**src/rtl/c8ie_pkg.sv**
```systemverilog
// Shared types, codes and helper functions for the CHIP-8 instruction execute block.
// Used by every module in rtl/; depends on nothing else.
package c8ie_pkg;

    localparam logic [11:0] START_ADDR_RESET = 12'h200;
    localparam logic [11:0] SYS_CLS          = 12'h0E0;
    localparam logic [11:0] SYS_RET          = 12'h0EE;
    localparam logic [7:0]  MISC_BCD         = 8'h33;
    localparam logic [3:0]  VF_INDEX         = 4'hF;
    localparam logic [3:0]  V0_INDEX         = 4'h0;

    typedef enum logic [3:0] {
        OP_SYS     = 4'h0,
        OP_JP      = 4'h1,
        OP_CALL    = 4'h2,
        OP_SE_IMM  = 4'h3,
        OP_SNE_IMM = 4'h4,
        OP_SE_REG  = 4'h5,
        OP_LD_IMM  = 4'h6,
        OP_ADD_IMM = 4'h7,
        OP_ALU     = 4'h8,
        OP_SNE_REG = 4'h9,
        OP_LD_I    = 4'hA,
        OP_JP_V0   = 4'hB,
        OP_RND     = 4'hC,
        OP_DRAW    = 4'hD,
        OP_KEY     = 4'hE,
        OP_MISC    = 4'hF
    } opcode_t;

    typedef enum logic [3:0] {
        ALU_LD   = 4'h0,
        ALU_OR   = 4'h1,
        ALU_AND  = 4'h2,
        ALU_XOR  = 4'h3,
        ALU_ADD  = 4'h4,
        ALU_SUB  = 4'h5,
        ALU_SHR  = 4'h6,
        ALU_SUBN = 4'h7,
        ALU_SHL  = 4'hE
    } alu_op_t;

    typedef enum logic [1:0] {
        FAULT_NONE      = 2'd0,
        FAULT_OVERFLOW  = 2'd1,
        FAULT_UNDERFLOW = 2'd2
    } fault_t;

    typedef struct packed {
        logic       x_en;
        logic [3:0] x_addr;
        logic [7:0] x_data;
        logic       f_en;
        logic [7:0] f_data;
    } rf_wr_t;

    typedef struct packed {
        logic        push;
        logic        pop;
        logic [11:0] push_addr;
    } stk_cmd_t;

    typedef struct packed {
        logic        full;
        logic        empty;
        logic [11:0] top;
    } stk_status_t;

    typedef struct packed {
        logic [1:0] hundreds;
        logic [3:0] tens;
        logic [3:0] ones;
    } bcd_t;

    typedef struct packed {
        logic [11:0] next_pc;
        logic        bcd_valid;
        logic [11:0] bcd_address;
        bcd_t        bcd;
        fault_t      stack_fault;
    } result_t;

    function automatic bcd_t to_bcd(input logic [7:0] value);
        bcd_t        d;
        logic [6:0]  rem;
        logic [17:0] prod;
        logic [6:0]  ones_full;
        if (value >= 8'd200)
        begin
            d.hundreds = 2'd2;
            rem        = 7'(value - 8'd200);
        end
        else if (value >= 8'd100)
        begin
            d.hundreds = 2'd1;
            rem        = 7'(value - 8'd100);
        end
        else
        begin
            d.hundreds = 2'd0;
            rem        = value[6:0];
        end
        // Multiplying by 205 and dropping 11 bits divides by ten exactly below 1024.
        prod      = 18'(rem) * 18'd205;
        d.tens    = prod[14:11];
        ones_full = rem - 7'(d.tens) * 7'd10;
        d.ones    = ones_full[3:0];
        return d;
    endfunction

endpackage

```
**src/rtl/c8ie_regfile.sv**
```systemverilog
// General register file V0..VF with three read ports and a VX/VF write pair.
// Depends on c8ie_pkg.
module c8ie_regfile
(
    input  logic             clk,
    input  logic             rst_n,
    input  logic             wr_en,
    input  c8ie_pkg::rf_wr_t wr,
    input  logic [3:0]       rd_x_addr,
    input  logic [3:0]       rd_y_addr,
    output logic [7:0]       rd_x_data,
    output logic [7:0]       rd_y_data,
    output logic [7:0]       rd_v0_data
);

    logic [7:0] regs_reg [16];

    assign rd_x_data  = regs_reg[rd_x_addr];
    assign rd_y_data  = regs_reg[rd_y_addr];
    assign rd_v0_data = regs_reg[c8ie_pkg::V0_INDEX];

    // The flag write is checked before the result write, so it wins when X is F.
    always_ff @(posedge clk or negedge rst_n)
    begin
        if (!rst_n)
        begin
            for (int i = 0; i < 16; i++)
            begin
                regs_reg[i] <= 8'd0;
            end
        end
        else if (wr_en)
        begin
            for (int i = 0; i < 16; i++)
            begin
                if (wr.f_en && (4'(i) == c8ie_pkg::VF_INDEX))
                begin
                    regs_reg[i] <= wr.f_data;
                end
                else if (wr.x_en && (wr.x_addr == 4'(i)))
                begin
                    regs_reg[i] <= wr.x_data;
                end
            end
        end
    end

endmodule

```
**src/rtl/c8ie_stack.sv**
```systemverilog
// Return address stack with depth counter, full and empty status and top-of-stack read.
// Depends on c8ie_pkg.
module c8ie_stack #(
    parameter int STACK_DEPTH = 16
)
(
    input  logic                   clk,
    input  logic                   rst_n,
    input  logic                   cmd_en,
    input  c8ie_pkg::stk_cmd_t     cmd,
    output c8ie_pkg::stk_status_t  status
);

    localparam int CW = $clog2(STACK_DEPTH + 1);
    localparam int IW = $clog2(STACK_DEPTH);

    logic [11:0]   stack_mem [STACK_DEPTH];
    logic [CW-1:0] depth_reg;
    logic [CW-1:0] depth_next;
    logic [CW-1:0] top_ptr;

    assign top_ptr      = depth_reg - CW'(1);
    assign status.full  = (depth_reg == CW'(STACK_DEPTH));
    assign status.empty = (depth_reg == '0);
    assign status.top   = stack_mem[top_ptr[IW-1:0]];

    always_comb
    begin
        depth_next = depth_reg;
        if (cmd_en && cmd.push)
        begin
            depth_next = depth_reg + CW'(1);
        end
        else if (cmd_en && cmd.pop)
        begin
            depth_next = top_ptr;
        end
    end

    always_ff @(posedge clk or negedge rst_n)
    begin
        if (!rst_n)
        begin
            depth_reg <= '0;
        end
        else
        begin
            depth_reg <= depth_next;
        end
    end

    always_ff @(posedge clk)
    begin
        if (cmd_en && cmd.push)
        begin
            stack_mem[depth_reg[IW-1:0]] <= cmd.push_addr;
        end
    end

endmodule

```
**src/rtl/c8ie_exec.sv**
```systemverilog
// Combinational decode and execute of one instruction word.
// Depends on c8ie_pkg.
module c8ie_exec
(
    input  logic [15:0]           word,
    input  logic [7:0]            rnd,
    input  logic [11:0]           pc,
    input  logic [11:0]           index,
    input  logic [7:0]            vx,
    input  logic [7:0]            vy,
    input  logic [7:0]            v0,
    input  c8ie_pkg::stk_status_t stk,
    output c8ie_pkg::rf_wr_t      rf_wr,
    output c8ie_pkg::stk_cmd_t    stk_cmd,
    output logic                  index_wr,
    output logic [11:0]           index_data,
    output c8ie_pkg::result_t     result
);

    logic [3:0]  x_field;
    logic [7:0]  nn;
    logic [11:0] nnn;
    logic [11:0] pc_plus2;
    logic [11:0] pc_plus4;
    logic [8:0]  alu_sum;
    logic        alu_flag;

    assign x_field  = word[11:8];
    assign nn       = word[7:0];
    assign nnn      = word[11:0];
    assign pc_plus2 = pc + 12'd2;
    assign pc_plus4 = pc + 12'd4;
    assign alu_sum  = 9'(vx) + 9'(vy);

    always_comb
    begin
        rf_wr              = '0;
        rf_wr.x_addr       = x_field;
        stk_cmd            = '0;
        stk_cmd.push_addr  = pc_plus2;
        index_wr           = 1'b0;
        index_data         = nnn;
        result             = '0;
        result.next_pc     = pc_plus2;
        result.stack_fault = c8ie_pkg::FAULT_NONE;
        alu_flag           = 1'b0;

        case (c8ie_pkg::opcode_t'(word[15:12]))
            c8ie_pkg::OP_SYS:
            begin
                if (nnn == c8ie_pkg::SYS_RET)
                begin
                    if (stk.empty)
                    begin
                        result.stack_fault = c8ie_pkg::FAULT_UNDERFLOW;
                    end
                    else
                    begin
                        stk_cmd.pop    = 1'b1;
                        result.next_pc = stk.top;
                    end
                end
                else if (nnn != c8ie_pkg::SYS_CLS)
                begin
                    result.next_pc = nnn;
                end
            end
            c8ie_pkg::OP_JP:
            begin
                result.next_pc = nnn;
            end
            c8ie_pkg::OP_CALL:
            begin
                if (stk.full)
                begin
                    result.stack_fault = c8ie_pkg::FAULT_OVERFLOW;
                end
                else
                begin
                    stk_cmd.push   = 1'b1;
                    result.next_pc = nnn;
                end
            end
            c8ie_pkg::OP_SE_IMM:
            begin
                if (vx == nn)
                begin
                    result.next_pc = pc_plus4;
                end
            end
            c8ie_pkg::OP_SNE_IMM:
            begin
                if (vx != nn)
                begin
                    result.next_pc = pc_plus4;
                end
            end
            c8ie_pkg::OP_SE_REG:
            begin
                if (vx == vy)
                begin
                    result.next_pc = pc_plus4;
                end
            end
            c8ie_pkg::OP_SNE_REG:
            begin
                if (vx != vy)
                begin
                    result.next_pc = pc_plus4;
                end
            end
            c8ie_pkg::OP_LD_IMM:
            begin
                rf_wr.x_en   = 1'b1;
                rf_wr.x_data = nn;
            end
            c8ie_pkg::OP_ADD_IMM:
            begin
                rf_wr.x_en   = 1'b1;
                rf_wr.x_data = vx + nn;
            end
            c8ie_pkg::OP_ALU:
            begin
                case (c8ie_pkg::alu_op_t'(word[3:0]))
                    c8ie_pkg::ALU_LD:
                    begin
                        rf_wr.x_en   = 1'b1;
                        rf_wr.x_data = vy;
                    end
                    c8ie_pkg::ALU_OR:
                    begin
                        rf_wr.x_en   = 1'b1;
                        rf_wr.x_data = vx | vy;
                    end
                    c8ie_pkg::ALU_AND:
                    begin
                        rf_wr.x_en   = 1'b1;
                        rf_wr.x_data = vx & vy;
                    end
                    c8ie_pkg::ALU_XOR:
                    begin
                        rf_wr.x_en   = 1'b1;
                        rf_wr.x_data = vx ^ vy;
                    end
                    c8ie_pkg::ALU_ADD:
                    begin
                        rf_wr.x_en   = 1'b1;
                        rf_wr.f_en   = 1'b1;
                        rf_wr.x_data = alu_sum[7:0];
                        alu_flag     = alu_sum[8];
                    end
                    c8ie_pkg::ALU_SUB:
                    begin
                        rf_wr.x_en   = 1'b1;
                        rf_wr.f_en   = 1'b1;
                        rf_wr.x_data = vx - vy;
                        alu_flag     = (vx >= vy);
                    end
                    c8ie_pkg::ALU_SHR:
                    begin
                        rf_wr.x_en   = 1'b1;
                        rf_wr.f_en   = 1'b1;
                        rf_wr.x_data = {1'b0, vx[7:1]};
                        alu_flag     = vx[0];
                    end
                    c8ie_pkg::ALU_SUBN:
                    begin
                        rf_wr.x_en   = 1'b1;
                        rf_wr.f_en   = 1'b1;
                        rf_wr.x_data = vy - vx;
                        alu_flag     = (vy >= vx);
                    end
                    c8ie_pkg::ALU_SHL:
                    begin
                        rf_wr.x_en   = 1'b1;
                        rf_wr.f_en   = 1'b1;
                        rf_wr.x_data = {vx[6:0], 1'b0};
                        alu_flag     = vx[7];
                    end
                    default:
                    begin
                    end
                endcase
                rf_wr.f_data = {7'd0, alu_flag};
            end
            c8ie_pkg::OP_LD_I:
            begin
                index_wr = 1'b1;
            end
            c8ie_pkg::OP_JP_V0:
            begin
                result.next_pc = 12'(v0) + nnn;
            end
            c8ie_pkg::OP_RND:
            begin
                rf_wr.x_en   = 1'b1;
                rf_wr.x_data = rnd & nn;
            end
            c8ie_pkg::OP_MISC:
            begin
                if (nn == c8ie_pkg::MISC_BCD)
                begin
                    result.bcd_valid   = 1'b1;
                    result.bcd_address = index;
                    result.bcd         = c8ie_pkg::to_bcd(vx);
                end
            end
            default:
            begin
            end
        endcase
    end

endmodule

```
**src/rtl/chip8_instruction_execute.sv**
```systemverilog
// Top level of the CHIP-8 instruction execute block: request register, state and result register.
// Depends on c8ie_pkg, c8ie_regfile, c8ie_stack and c8ie_exec.
//
// The block executes one CHIP-8 instruction per clock cycle, back to back, unless a waiting
// result stalls it. A request is captured in an input register; the decode and execute logic
// then reads the register file, index register, program counter and top of stack, and the
// result register, the architectural state and the stack are all written at the same edge.
// The throughput of one instruction per cycle is set by that single execute step, which must
// finish before the next instruction can see the state it leaves. The result register
// decouples the two sides: a new request is taken while a finished result waits, but only
// while the input register is empty. After reset the program counter is 0x200; writing
// start_address is stored but does not move a running PC.
module chip8_instruction_execute #(
    parameter int STACK_DEPTH = 16
)
(
    input  logic        clk,
    input  logic        rst_n,
    input  logic        in_valid,
    output logic        in_ready,
    input  logic [15:0] instruction_word,
    input  logic [7:0]  random_byte,
    output logic        out_valid,
    input  logic        out_ready,
    output logic [11:0] next_pc,
    output logic        bcd_valid,
    output logic [11:0] bcd_address,
    output logic [1:0]  bcd_hundreds,
    output logic [3:0]  bcd_tens,
    output logic [3:0]  bcd_ones,
    output logic [1:0]  stack_fault,
    input  logic        cfg_valid,
    output logic        cfg_ready,
    input  logic [11:0] cfg_data
);

    logic                  req_valid_reg;
    logic [15:0]           word_reg;
    logic [7:0]            rnd_reg;
    logic                  out_valid_reg;
    c8ie_pkg::result_t     result_reg;
    logic [11:0]           pc_reg;
    logic [11:0]           index_reg;
    logic [11:0]           start_address_reg;
    logic                  advance;

    logic [7:0]            vx;
    logic [7:0]            vy;
    logic [7:0]            v0;
    c8ie_pkg::rf_wr_t      rf_wr;
    c8ie_pkg::stk_cmd_t    stk_cmd;
    c8ie_pkg::stk_status_t stk_status;
    logic                  index_wr;
    logic [11:0]           index_data;
    c8ie_pkg::result_t     result_next;

    assign advance   = req_valid_reg && (!out_valid_reg || out_ready);
    assign in_ready  = !req_valid_reg || advance;
    assign cfg_ready = 1'b1;

    assign out_valid    = out_valid_reg;
    assign next_pc      = result_reg.next_pc;
    assign bcd_valid    = result_reg.bcd_valid;
    assign bcd_address  = result_reg.bcd_address;
    assign bcd_hundreds = result_reg.bcd.hundreds;
    assign bcd_tens     = result_reg.bcd.tens;
    assign bcd_ones     = result_reg.bcd.ones;
    assign stack_fault  = result_reg.stack_fault;

    c8ie_regfile u_regfile
    (
        .clk        (clk),
        .rst_n      (rst_n),
        .wr_en      (advance),
        .wr         (rf_wr),
        .rd_x_addr  (word_reg[11:8]),
        .rd_y_addr  (word_reg[7:4]),
        .rd_x_data  (vx),
        .rd_y_data  (vy),
        .rd_v0_data (v0)
    );

    c8ie_stack #(
        .STACK_DEPTH (STACK_DEPTH)
    ) u_stack
    (
        .clk    (clk),
        .rst_n  (rst_n),
        .cmd_en (advance),
        .cmd    (stk_cmd),
        .status (stk_status)
    );

    c8ie_exec u_exec
    (
        .word       (word_reg),
        .rnd        (rnd_reg),
        .pc         (pc_reg),
        .index      (index_reg),
        .vx         (vx),
        .vy         (vy),
        .v0         (v0),
        .stk        (stk_status),
        .rf_wr      (rf_wr),
        .stk_cmd    (stk_cmd),
        .index_wr   (index_wr),
        .index_data (index_data),
        .result     (result_next)
    );

    always_ff @(posedge clk or negedge rst_n)
    begin
        if (!rst_n)
        begin
            req_valid_reg     <= 1'b0;
            out_valid_reg     <= 1'b0;
            pc_reg            <= c8ie_pkg::START_ADDR_RESET;
            index_reg         <= 12'd0;
            start_address_reg <= c8ie_pkg::START_ADDR_RESET;
        end
        else
        begin
            if (in_ready)
            begin
                req_valid_reg <= in_valid;
            end
            if (advance)
            begin
                out_valid_reg <= 1'b1;
                pc_reg        <= result_next.next_pc;
                if (index_wr)
                begin
                    index_reg <= index_data;
                end
            end
            else if (out_ready)
            begin
                out_valid_reg <= 1'b0;
            end
            if (cfg_valid)
            begin
                start_address_reg <= cfg_data;
            end
        end
    end

    always_ff @(posedge clk)
    begin
        if (in_valid && in_ready)
        begin
            word_reg <= instruction_word;
            rnd_reg  <= random_byte;
        end
        if (advance)
        begin
            result_reg <= result_next;
        end
    end

endmodule
```
**config.mk**
```make
export PLATFORM = sky130hd
export DESIGN_NAME = chip8_instruction_execute
export DESIGN_NICKNAME = d
export VERILOG_FILES = /design/src/rtl/c8ie_pkg.sv /design/src/rtl/c8ie_regfile.sv /design/src/rtl/c8ie_stack.sv /design/src/rtl/c8ie_exec.sv /design/src/rtl/chip8_instruction_execute.sv
export SDC_FILE = /design/constraint.sdc
export NUM_CORES = 1
export LEC_CHECK = 0
export BUFFER_PORTS_ARGS = -buffer_cell sky130_fd_sc_hd__clkbuf_2
export CAP_MARGIN = 40
export CORE_ASPECT_RATIO = 1.75
export CORE_UTILIZATION = 55
export DETAILED_ROUTE_END_ITERATION = 12
export PLACE_DENSITY = 0.72
export SLEW_MARGIN = 20
export SYNTH_ARGS = -nofsm -noshare
export SYNTH_HDL_FRONTEND = slang
export SYNTH_SLANG_ARGS = --single-unit
```
**constraint.sdc**
```tcl
create_clock -name clk -period 15.4 [get_ports clk]
set_input_delay 2.31 -clock clk [delete_from_list [all_inputs] [get_ports clk]]
set_output_delay 2.31 -clock clk [all_outputs]
set_load 0.02 [all_outputs]
```
Word level (Yosys, flattened, before mapping)
Memory sizes are Yosys's and may differ from the RTL's.
Index checks and enable logic that the tools add are counted.
- bits in writable memories: 192
- register bits after elaboration: 220
- input port bits: 41
- word-level logic and storage cells: 204
- memories kept: 1
- memories (memory ; depth ; width ; rd ports ; clocked after Yosys merged registers in ; write ports ; RTL line ; text):
    u_stack.stack_mem ; 16 ; 12 ; 1 ; 0 ; 1 ; c8ie_stack.sv:17 ; logic [11:0] stack_mem [STACK_DEPTH];
- reductions and logical operators: 53
- bitwise gates (word level): 8
- $mul: 2
- $add $sub $neg: 12
- equality and inequality tests: 44
- mux-type cells: 47
- magnitude comparators: 6
- operators with widths (kind ; number):
    $mux 12 ; 8
    $pmux 12 s8 ; 1
    $pmux 8 s9 ; 1
    $bmux 8 s4 ; 2
    $eq 4x4->1 const B ; 15
    $eq 4x3->1 const B ; 12
    $mux 8 ; 6
    $reduce_and 2->1 ; 18
    $pmux 8 s4 ; 1
    $mux 7 ; 4
    $eq 4x2->1 const B ; 6
    $mux 23 ; 1
    $logic_and 1x1->1 ; 20
    $and 8x8->8 ; 2
    $eq 8x8->1 ; 2
    $ge 8x8->1 ; 2
    $ne 8x8->1 ; 2
    $sub 8x8->8 ; 2
    $mul 7x8->15 const B ; 1
    $mux 1 ; 14
    $sub 7x7->7 const B ; 2
    $add 12x2->12 const B ; 1
    $add 12x3->12 const B ; 1
    $add 8x12->12 ; 1
    other kinds (32) ; 47

Longest topological paths before layout
Gate-level depths: netlist (run 1).
- word-level depth: 13
- mapped depth: 35

Modules after synthesis
From an unflattened synthesis (run 1), not the netlist that was laid out.
- cells, all modules: 1872
- area total of the unflattened synthesis: 23620.2 µm²
- modules (own cells, without submodules) (module ; instances ; cells an instance ; area each (µm²)):
    c8ie_stack ; 1 ; 526 ; 8201.6
    c8ie_regfile ; 1 ; 473 ; 7205.7
    c8ie_exec ; 1 ; 750 ; 5318.9
    chip8_instruction_execute ; 1 ; 123 ; 2894.0

Least setup slack after synthesis (run 1)
No wires, ideal clock.
- kind: register to register
- start point: reg word_reg[8]
- end point: reg result_reg, in the netlist bcd_ones[3] (data pin)
- data arrival time: 7.458 ns
- required time: 15.140 ns
- setup time: 0.260 ns
- stages on the path, launching flop included: 36
- buffers on the path: 2
- setup slack: 7.682 ns
- path through: edfxtp_1 clkbuf_4 buf_6 mux4_2 mux4_2 inv_1 ha_1 nand2_2 a311oi_2 nor2_1 nand2_1 xnor2_1 mux2_2 inv_1 ha_1 ha_1 fa_1 inv_1 fa_1 inv_1 ha_1 a31o_2 a21o_1 a21oi_1 nor2b_1 o21ai_0 nand2b_1 a21oi_1 o21ai_0 xnor2_1 fa_1 xor2_1 xnor2_1 xnor2_1 xor2_1 nor2_1
- longest elaborated chain between the ends: 12
- elaborated cells between the ends (all ways): 15
- classes of those cells: add/sub (3); mul (2); order compare (2); mux (7); bitwise (1)
- RTL lines (item ; RTL line ; text):
    start: declaration ; chip8_instruction_execute.sv:38 ; logic [15:0] word_reg;
    start signal: assignment ; chip8_instruction_execute.sv:151 ; word_reg <= instruction_word;
    $not 4->5 (implied by the code) (*) ; c8ie_regfile.sv:18 ; assign rd_x_data = regs_reg[rd_x_addr];
    $bmux 8 s4 (*) ; c8ie_regfile.sv:18 ;
    $mux 8 (implied by the code) (*) (2 in series) ; c8ie_regfile.sv:18 ;
    $sub 7x7->7 or $ge 8x7->1 (tied branches) ; c8ie_pkg.sv:96, c8ie_pkg.sv:93 ;
    $mux 7 ; c8ie_pkg.sv:93 ; else if (value >= 8'd100)
    $mux 7 (*) ; c8ie_pkg.sv:88 ; if (value >= 8'd200)
    $mux 7 (*) ; c8ie_exec.sv:201 ; if (nn == c8ie_pkg::MISC_BCD)
    $mux 7 (*) ; c8ie_exec.sv:48 ; case (c8ie_pkg::opcode_t'(word[15:12]))
    $mul 7x8->15 ; c8ie_pkg.sv:104 ; prod = 18'(rem) * 18'd205;
    $mul 4x3->3 ; c8ie_pkg.sv:106 ; ones_full = rem - 7'(d.tens) * 7'd10;
    $sub 4x4->4 (*) ; c8ie_pkg.sv:106 ;
    end signal: assignment ; chip8_instruction_execute.sv:156 ; result_reg <= result_next;
    end: declaration ; chip8_instruction_execute.sv:41 ; c8ie_pkg::result_t result_reg;
Every way passes the cells marked *; elsewhere a longest branch is shown, timed or not. The select of a mux whose other input is x is not followed.
A chain may end at the register's enable or synchronous reset.

Final worst setup path (run 1)
Ends and elaborated chain as after synthesis.

==> metrics.csv, run 1 <==
stage,metric,value,unit
synth,Post-Syn Instances,1786,
synth,Syn Area/Cell,12.5,um2
synth,"top cells by count, synth","edfxtp_1 (253), nor2_1 (219), a21oi_1 (200), dfrtp_1 (158), mux4_2 (132)",
placed_design,Post-Place Cell Area,23500,um2
clock_network,clock root buffer,clkbuf_16,
clock_network,Post-CTS Setup Inserts,0,
worst_setup_path,WP buf/inv,5,
synth,largest area contributor in the netlist,edfxtp_1,
clock_network,Clock Sinks,412,
synth,register area share after synthesis,52.0,%
global_route,initial antenna violation count,0,
route,final wirelength,61700,um
cells_and_area,area occupied by multi-input gates,10100,um2
cells_and_area,number of flip-flops in the largest register,192,
power_and_ir_drop,Pleak,9.72,nW
worst_setup_path,critical path launch point type,register,
synth,Syn Nets,1934,
route,drt wl/cell,25.9,um
route,DRT Pass-1 Iters,6,
global_route,largest net degree at the start of global routing,76,
cells_and_area,"Area growth, synth to finish",11.0,%
hold_path,hold path startpoint,index_reg[2],
synth,multiplexer share of the synthesized area,15.6,%
synth,Post-synth top flop,edfxtp_1,
synth,register bit total from synthesis,412,
global_route,GR Layer Usage met1,32.8,%
worst_setup_path,CP max stage cell,edfxtp_1,
synth,Synth Area in XOR/XNOR,2.00,%
sta,Setup TNS,0,ns
clock_network,H-tree depth,2,
global_route,first-pass GRT wire length,93000,um
clock_network,CTS tree,done,
synth,YS warnings,0,
power_and_ir_drop,PwrDens,164,nW/um2
synth,most common cell in the netlist,edfxtp_1,
synth,synth unique cells,80,
sta,skew final,0.0191,ns
worst_setup_path,Critical Path AT,9.85,ns
synth,main combinational cell family by area after synthesis,multiplexers,
global_route,GRT Total Usage,30.7,%
worst_setup_path,crit path max fanout,34,
global_route,grt met3 use,3.31,%
route,Residual DRC,0,
worst_setup_path,worst path required time,15.69,ns
sta,unrepaired setup endpoints after global routing,no,
power_and_ir_drop,VDD IR max,0.106,mV
synth,Post-synth EDFFs,253,
worst_setup_path,max incr delay on CP,0.81,ns
cells_and_area,fin nets,2007,
clock_network,Worst-path clk slew,0.07,ns
worst_setup_path,Crit. End Element,register,
clock_network,PostCTS Resize Cnt,0,
power_and_ir_drop,Tot Pwr,4.05,mW
synth,Post-Synthesis Cell Area,22300,um2
route,Vias per Instance,6.51,
clock_network,Post-CTS Hold Fix Bufs,0,
placed_design,Port Buf Inserts,66,
cells_and_area,Reg area,11600,um2
placed_design,placer congestion estimate,0.943,
floorplanning,die height,268,um
worst_setup_path,reg2reg start,word_reg[8],
outcome,status,finished clean,
sta,Max-Slew Margin vs Limit,42.3,%
cells_and_area,layout cells sized above 1,21.2,%
sta,fin crit share,62.1,%
route,final antenna-violating net count,0,
sta,minimum clock period,9.56,ns
worst_setup_path,"reg-to-reg slack, setup",5.84,ns
sta,worst slew pin tran,0.862,ns
worst_setup_path,"CP delay by family, top",compound AO/OA/AOI/OAI gates,
floorplanning,die area,41300,um2
worst_setup_path,worst setup path start,word_reg[8],
clock_network,clock latency on the worst-skew pair,0.56,ns
global_route,Global Route met2 Usage,56.3,%
cells_and_area,Final Cell Area,24700,um2
floorplanning,Core Area,39900,um2
floorplanning,row count,97,
worst_setup_path,CP Class,register to register,
global_route,gr ovfl total,0,
synth,adder-cell area share of the yosys netlist,6.49,%
clock_network,worst-case clock buffer depth,3,
synth,Synth area leaders,"edfxtp_1 (34%), dfrtp_1 (18%), mux4_2 (13%), ha_1 (5.2%), a21oi_1 (4.5%)",
placed_design,HPWL Detailed,43900,um
floorplanning,# IOs,81,
run,Max-cap violations,0,
synth,"Async S/R FF share, synth",38.6,%
sta,Peak Freq,105,MHz
route,drt first-iter violations,1151,
global_route,number of global-route vias before repair,15846,
synth,Yosys top cell area share,34.1,%
sta,final setup vio count,0,
sta,Pins Over Slew Limit,0,
floorplanning,Die W,154,um
sta,Hold Fails Final Rpt,0,
route,detailed-route via count,15498,
clock_network,Num CTS Buffers,37,
global_route,busiest grt layer,met2,
hold_path,hold crit path type,register to register,
synth,compound-gate portion of the synthesized area,11.7,%
cells_and_area,Filler cells,2983,
synth,Synth Area in Simple Gates,9.05,%
floorplanning,initial core utilization,55.7,%
[layer usage]
layer	vias up	wire length [um]
met5	-	0
met4	0	4780
met3	248	3920
met2	779	32600
met1	7647	20500
li1	6824	-
[kinds of logic (layout without fill, tap and decap cells)]
family / after synthesis / after routing
adder cells (fa/ha/maj): 107 / 107
flip-flops: 412 / 412
multiplexers: 176 / 176
AO/OA/AOI/OAI: 409 / 409
other: 1 / 2
XOR/XNOR: 50 / 50
AND/OR/NAND/NOR: 456 / 456
buffers and inverters: 175 / 275
[cells in the final DEF (no fill, tap or decap), drive strengths merged, types with 12 or more instances in the layout]
master	Yosys	layout
a22oi	12	12
xor2	15	15
mux2i	18	18
o21bai	19	19
o22ai	17	17
buf	19	72
inv	72	75
clkbuf	84	116
nor3	24	24
a21oi	202	202
mux2	24	24
nand2	113	113
nor2	219	219
nand2b	15	15
dfrtp	158	158
nor2b	15	15
o21ai	53	53
a221oi	15	15
a21o	15	15
mux4	134	134
nand3	14	14
ha	93	93
xnor2	35	35
fa	14	14
and2	19	19
edfxtp	253	253
[cell type report]
| cell class | instances | share of cell area (%) |
|---|---|---|
| timing repair buffer | 137 | 4.09 |
| sequential | 412 | 46.9 |
| antenna | 1 | 0.0101 |
| tap | 495 | 2.51 |
| clock buffer | 51 | 4.13 |
| clock inverter | 15 | 0.456 |
| multi-input combinational | 1199 | 40.8 |
| inverter | 72 | 1.09 |
[path summary, 6_finish.rpt]
kind	to	cells past startpoint
max	bcd_ones[3]	32
min	index_reg[2]	2
max reg2reg	bcd_ones[3]	32
min reg2reg	index_reg[2]	2
max in group asynchronous	pc_reg[9]	3
min in group asynchronous	u_regfile.regs_reg[4]	1
[tightest hold or removal path, stage by stage (launching register included)]
cell and delay (ns):
dfrtp_1 0.34, nand2_1 0.05, o21ai_0 0.06
[per-stage QoR]
stage               cells  hold slack (ns)  utilization (%)  worst slack, ns
finish               2382            0.477             61.8             5.84
global route         2381            0.516             61.8             5.28
CTS                  2380            0.482             61.8             5.88
detailed placement   2314            0.467             59.0             5.94
global placement     2286            0.460             58.1             6.02
floorplan            1786            0.442                -             7.68
[power by group]
group	internal, mW	switching [mW]	total (mW)	leakage, nW
clock	0.471	0.410	0.881	0.544
combinational	0.727	0.955	1.68	4.76
sequential	1.37	0.113	1.48	4.41
Note: power is estimated with default switching activity, not from simulation.
==> run 2, diff against run 1 <==
--- a/config.mk
+++ b/config.mk
@@ -10,7 +10,7 @@
 export CORE_ASPECT_RATIO = 1.75
 export CORE_UTILIZATION = 55
 export DETAILED_ROUTE_END_ITERATION = 12
-export PLACE_DENSITY = 0.72
+export PLACE_DENSITY = 0.75
 export SLEW_MARGIN = 20
 export SYNTH_ARGS = -nofsm -noshare
 export SYNTH_HDL_FRONTEND = slang
==> constraint.sdc (replaced) <==
create_clock -name clk -period 8.6 [get_ports clk]
set_input_delay 1.29 -clock clk [delete_from_list [all_inputs] [get_ports clk]]
set_output_delay 1.29 -clock clk [all_outputs]
set_load 0.02 [all_outputs]
==> run 2 against run 1 <==
Critical path depth grew 1. Setup slack lost 5.3 ns. Die area is the same. Clock skew is essentially flat. Register-to-register slack lost 5.3 ns. Final cell count grew 1.1%. Design area grew 0.86%. First-iteration DRC count grew 23%. Clock-buffer cell count shrank 5. Hold slack gained 0.0038 ns. Sequential share of layout area shrank 0.40 points.
==> metrics.csv, run 2 (synthesized netlist as in run 1, its figures left out) <==
stage,metric,value,unit
outcome,status,finished clean,
worst_setup_path,CP max stage cell,mux4_2,
clock_network,Clock Sinks,412,
global_route,first-pass GRT wire length,93400,um
worst_setup_path,Crit. End Element,register,
worst_setup_path,Critical Path AT,8.37,ns
clock_network,H-tree depth,2,
run,Max-cap violations,0,
floorplanning,initial core utilization,55.7,%
route,final wirelength,61600,um
floorplanning,row count,97,
power_and_ir_drop,Pleak,9.88,nW
worst_setup_path,critical path launch point type,register,
route,drt first-iter violations,1421,
clock_network,clock latency on the worst-skew pair,0.56,ns
worst_setup_path,WP buf/inv,5,
global_route,GRT Total Usage,30.7,%
clock_network,Worst-path clk slew,0.06,ns
route,final antenna-violating net count,0,
floorplanning,# IOs,81,
sta,Peak Freq,124,MHz
floorplanning,Die W,154,um
global_route,gr ovfl total,0,
sta,unrepaired setup endpoints after global routing,no,
route,drt wl/cell,25.6,um
route,DRT Pass-1 Iters,7,
route,detailed-route via count,15601,
route,Vias per Instance,6.48,
sta,Max-Slew Margin vs Limit,39.6,%
worst_setup_path,CP Class,register to register,
floorplanning,die area,41300,um2
worst_setup_path,crit path max fanout,29,
cells_and_area,"Area growth, synth to finish",11.9,%
clock_network,Num CTS Buffers,37,
cells_and_area,"most common cell after layout, fill and taps aside",edfxtp_1,
sta,minimum clock period,8.08,ns
floorplanning,Core Area,39900,um2
global_route,largest net degree at the start of global routing,75,
hold_path,hold crit path type,register to register,
clock_network,worst-case clock buffer depth,3,
cells_and_area,number of flip-flops in the largest register,192,
sta,Pins Over Slew Limit,0,
sta,Hold Slack,0.481,ns
global_route,number of global-route vias before repair,16014,
clock_network,CTS tree,done,
power_and_ir_drop,VDD IR max,0.196,mV
sta,Hold Fails Final Rpt,0,
sta,Setup TNS,0,ns
placed_design,HPWL Detailed,44100,um
sta,skew final,0.0193,ns
worst_setup_path,worst path required time,8.89,ns
cells_and_area,Filler cells,2994,
sta,worst slew pin tran,0.902,ns
global_route,initial antenna violation count,0,
sta,final setup vio count,0,
cells_and_area,fin nets,2031,
route,Residual DRC,0,
placed_design,Port Buf Inserts,66,
sta,fin crit share,94.0,%
clock_network,Post-CTS Hold Fix Bufs,0,
cells_and_area,most frequent cells in the layout,"edfxtp_1 (253), nor2_1 (213), a21oi_1 (199)",
power_and_ir_drop,PwrDens,298,nW/um2
cells_and_area,layout cells sized above 1,22.0,%
worst_setup_path,max incr delay on CP,0.58,ns
worst_setup_path,"CP delay by family, top",adder cells,
clock_network,clock root buffer,clkbuf_16,
placed_design,placer congestion estimate,0.943,
floorplanning,die height,268,um
run 2: final timing paths:
| kind | startpoint | endpoint | slack [ns] | cells after the start |
|---|---|---|---|---|
| max | word_reg[8] | bcd_ones[3] | 0.52 | 33 |
| min | index_reg[2] | index_reg[2] | 0.48 | 2 |
| max reg2reg | word_reg[8] | bcd_ones[3] | 0.52 | 33 |
| min reg2reg | index_reg[2] | index_reg[2] | 0.48 | 2 |
| max in group asynchronous | rst_n | pc_reg[9] | 6.48 | 3 |
| min in group asynchronous | rst_n | u_regfile.regs_reg[61] | 0.74 | 1 |
run 2: worst min-delay path: cells and delay by family (launching register included):
family	cells	cell delay, ns
DFF	1	0.34
AOI/OAI and AO/OA	1	0.06
and+or+nand+nor	1	0.05
run 2: report_power, final:
| part | internal, mW | switching [mW] |
|---|---|---|
| registers | 2.45 | 0.205 |
| clock network | 0.926 | 0.756 |
| logic | 1.34 | 1.74 |
run 2: through the flow:
stage	setup slack, ns	area [um2]	util [%]	power [mW]	instances
after global routing	0.0252	24900	62.4	7.78	2407
after detailed placement	0.388	23600	59.1	5.70	2333
after CTS	0.348	24800	62.2	7.40	2401
after floorplan	0.882	22300	-	4.78	1786
final	0.515	24900	62.4	7.42	2408
after global placement	0.500	23400	58.6	5.59	2315
run 2: layout make-up:
type	count	area, um2	share of cell area, %
Tap cell	495	619	2.49
Clock inverter	22	228	0.914
Sequential cell	412	11600	46.5
Timing Repair Buffer	161	1170	4.70
Antenna cell	1	2.50	0.0100
Inverter	72	270	1.08
Clock buffer	46	991	3.98
Multi-Input combinational cell	1199	10000	40.3
run 2: metal layers:
layer	share of wire, %	routed length [um]	up-vias	GRT usage [%]
met5	0	0	-	0
met4	8.2	5030	0	22.6
met3	6.3	3870	243	3.39
met1	33	20200	7685	33.2
li1	-	-	6876	-
met2	53	32500	797	55.5
run 2: repair_timing:
item / in CTS / in global routing
setup endpoints to repair: 0 / 1
setup buffers: 0 / 3
resized for setup: 0 / 0
==> run 3, diff against run 2 <==
--- a/config.mk
+++ b/config.mk
@@ -5,12 +5,13 @@
 export SDC_FILE = /design/constraint.sdc
 export NUM_CORES = 1
 export LEC_CHECK = 0
+export ABC_CLOCK_PERIOD_IN_PS = 8800
 export BUFFER_PORTS_ARGS = -buffer_cell sky130_fd_sc_hd__clkbuf_2
 export CAP_MARGIN = 40
 export CORE_ASPECT_RATIO = 1.75
 export CORE_UTILIZATION = 55
 export DETAILED_ROUTE_END_ITERATION = 12
-export PLACE_DENSITY = 0.75
+export PLACE_DENSITY = 0.72
 export SLEW_MARGIN = 20
 export SYNTH_ARGS = -nofsm -noshare
 export SYNTH_HDL_FRONTEND = slang
==> constraint.sdc (replaced) <==
create_clock -name clk -period 8.8 [get_ports clk]
set_input_delay 1.32 -clock clk [delete_from_list [all_inputs] [get_ports clk]]
set_output_delay 1.32 -clock clk [all_outputs]
set_load 0.02 [all_outputs]
==> run 3 against run 2 <==
Global-route usage rose by 0.98 points. Via count fell by 0.76%. Critical path type unchanged. Clock-buffer cell count rose by 11. Die area did not move. Clock power barely moved. Design area rose by 0.62%. Flip-flop and latch count did not move. Sequential share of layout area fell by 0.29 points. Hold slack got worse by 0.010 ns. Fmax fell by 1.6%. Core utilization rose by 0.39 points. Register-to-register slack improved by 0.07 ns.
==> metrics.csv, run 3 (synthesized netlist as in run 1, its figures left out) <==
stage,metric,value,unit
worst_setup_path,CP Class,register to register,
worst_setup_path,CP max stage cell,a2111oi_2,
worst_setup_path,Worst R2R Path Depth,34,
global_route,GRT Total Usage,31.6,%
cells_and_area,layout cells sized above 1,22.6,%
clock_network,CTS tree,done,
sta,Pins Over Slew Limit,0,
cells_and_area,fin nets,2036,
route,Vias per Instance,6.42,
floorplanning,Core Area,39900,um2
hold_path,WHS Path Cells,2,
route,drt first-iter violations,1128,
global_route,first-pass GRT wire length,95500,um
route,Residual DRC,0,
global_route,initial antenna violation count,0,
floorplanning,die area,41300,um2
power_and_ir_drop,PwrDens,293,nW/um2
placed_design,Setup WS pre-CTS,0.686,ns
clock_network,Worst-path clk slew,0.07,ns
sta,minimum clock period,8.22,ns
sta,Hold Fails Final Rpt,0,
sta,Max-Slew Margin vs Limit,42.4,%
hold_path,hold crit path type,register to register,
floorplanning,die height,268,um
outcome,status,finished clean,
worst_setup_path,critical path launch point type,register,
power_and_ir_drop,Tot Pwr,7.34,mW
clock_network,clock latency on the worst-skew pair,0.56,ns
worst_setup_path,R2R Path End,bcd_ones[3],
clock_network,Clock Sinks,412,
sta,fin crit share,93.4,%
cells_and_area,Final Util,62.8,%
sta,Peak Freq,122,MHz
worst_setup_path,worst path required time,9.10,ns
cells_and_area,"most common cell after layout, fill and taps aside",edfxtp_1,
cells_and_area,most frequent cells in the layout,"edfxtp_1 (253), nor2_1 (206), a21oi_1 (197)",
sta,worst slew pin tran,0.863,ns
route,drt wl/cell,26.2,um
worst_setup_path,"reg-to-reg slack, setup",0.58,ns
hold_path,Hold EP,index_reg[2],
worst_setup_path,crit path max fanout,13,
run,Max-cap violations,0,
placed_design,Post-Place Cell Area,23700,um2
route,final antenna-violating net count,0,
placed_design,Port Buf Inserts,66,
hold_path,hold path startpoint,index_reg[2],
clock_network,clock root buffer,clkbuf_16,
placed_design,placer congestion estimate,0.969,
power_and_ir_drop,Pleak,9.93,nW
cells_and_area,Final Cell Area,25100,um2
cells_and_area,ant diodes,0,
clock_network,PostCTS Resize Cnt,0,
floorplanning,row count,97,
cells_and_area,"Area growth, synth to finish",12.6,%
floorplanning,Die W,154,um
global_route,largest net degree at the start of global routing,84,
power_and_ir_drop,VDD IR max,0.204,mV
clock_network,Post-CTS Hold Fix Bufs,0,
global_route,number of global-route vias before repair,16096,
sta,skew final,0.0231,ns
sta,unrepaired setup endpoints after global routing,no,
clock_network,worst-case clock buffer depth,3,
sta,final setup vio count,0,
clock_network,H-tree depth,2,
clock_network,Post-CTS Setup Inserts,0,
worst_setup_path,reg2reg start,word_reg[10],
worst_setup_path,Crit. End Element,register,
worst_setup_path,"most used cell, CP",xnor2_1,
floorplanning,initial core utilization,55.7,%
route,final wirelength,63100,um
clock_network,Num CTS Buffers,38,
route,detailed-route via count,15482,
global_route,gr ovfl total,0,
worst_setup_path,max incr delay on CP,0.80,ns
placed_design,HPWL Detailed,44900,um
worst_setup_path,Critical Path AT,8.52,ns
floorplanning,# IOs,81,
cells_and_area,number of flip-flops in the largest register,192,
sta,Setup TNS,0,ns
sta,Final WS setup,0.580,ns
cells_and_area,Filler cells,3017,
route,DRT Pass-1 Iters,7,
run 3: where the power goes:
| part | leakage, nW | switching (mW) | internal, mW | total (mW) |
|---|---|---|---|---|
| Clock | 0.617 | 0.736 | 0.954 | 1.69 |
| Sequential | 4.41 | 0.210 | 2.40 | 2.61 |
| Combinational | 4.90 | 1.70 | 1.34 | 3.04 |
| Total | 9.93 | 2.65 | 4.70 | 7.34 |
run 3: area by class of cell:
| cell class | count | area [um2] | area share (%) |
|---|---|---|---|
| Clock inverter | 13 | 193 | 0.769 |
| Timing Repair Buffer | 165 | 1240 | 4.96 |
| Clock buffer | 57 | 1080 | 4.32 |
| Multi-Input combinational cell | 1199 | 10100 | 40.2 |
| Sequential cell | 412 | 11600 | 46.2 |
| Tap cell | 495 | 619 | 2.47 |
| Inverter | 72 | 270 | 1.08 |
run 3: worst max-delay path by stage:
stage                       startpoint           to  slack [ns]  depth (start not counted)
final                     word_reg[10]  bcd_ones[3]        0.58                         34
after global routing       word_reg[8]  bcd_ones[3]        0.33                         34
after CTS                 word_reg[10]  bcd_ones[3]        0.67                         34
after detailed placement  word_reg[10]  bcd_ones[3]        0.69                         34
after global placement    word_reg[10]  bcd_ones[3]        0.51                         34
after floorplan            word_reg[8]  bcd_ones[3]        1.08                         35
run 3: critical path, delay by kind of cell (launching register included):
family	cells	cell delay, ns
adders and majority gates	6	2.39
muxes	1	0.29
DFF	1	0.78
buffers and inverters	5	0.76
and+or+nand+nor	6	0.57
AOI/OAI and AO/OA	10	2.26
xor gates and xnor gates	6	0.91
run 3: routing by layer:
layer | vias to the layer above | GRT usage (%) | wire length [um]
li1 | 6882 | - | -
met1 | 7595 | 34.0 | 21000
met4 | 0 | 24.1 | 5620
met3 | 251 | 4.31 | 4000
met2 | 754 | 56.6 | 32500
met5 | - | 0 | 0
run 3: per-stage QoR:
stage / hold WS (ns) / cells
floorplan: 0.442 / 1786
global placement: 0.461 / 2317
detailed placement: 0.462 / 2340
CTS: 0.476 / 2410
global route: 0.510 / 2413
finish: 0.470 / 2413
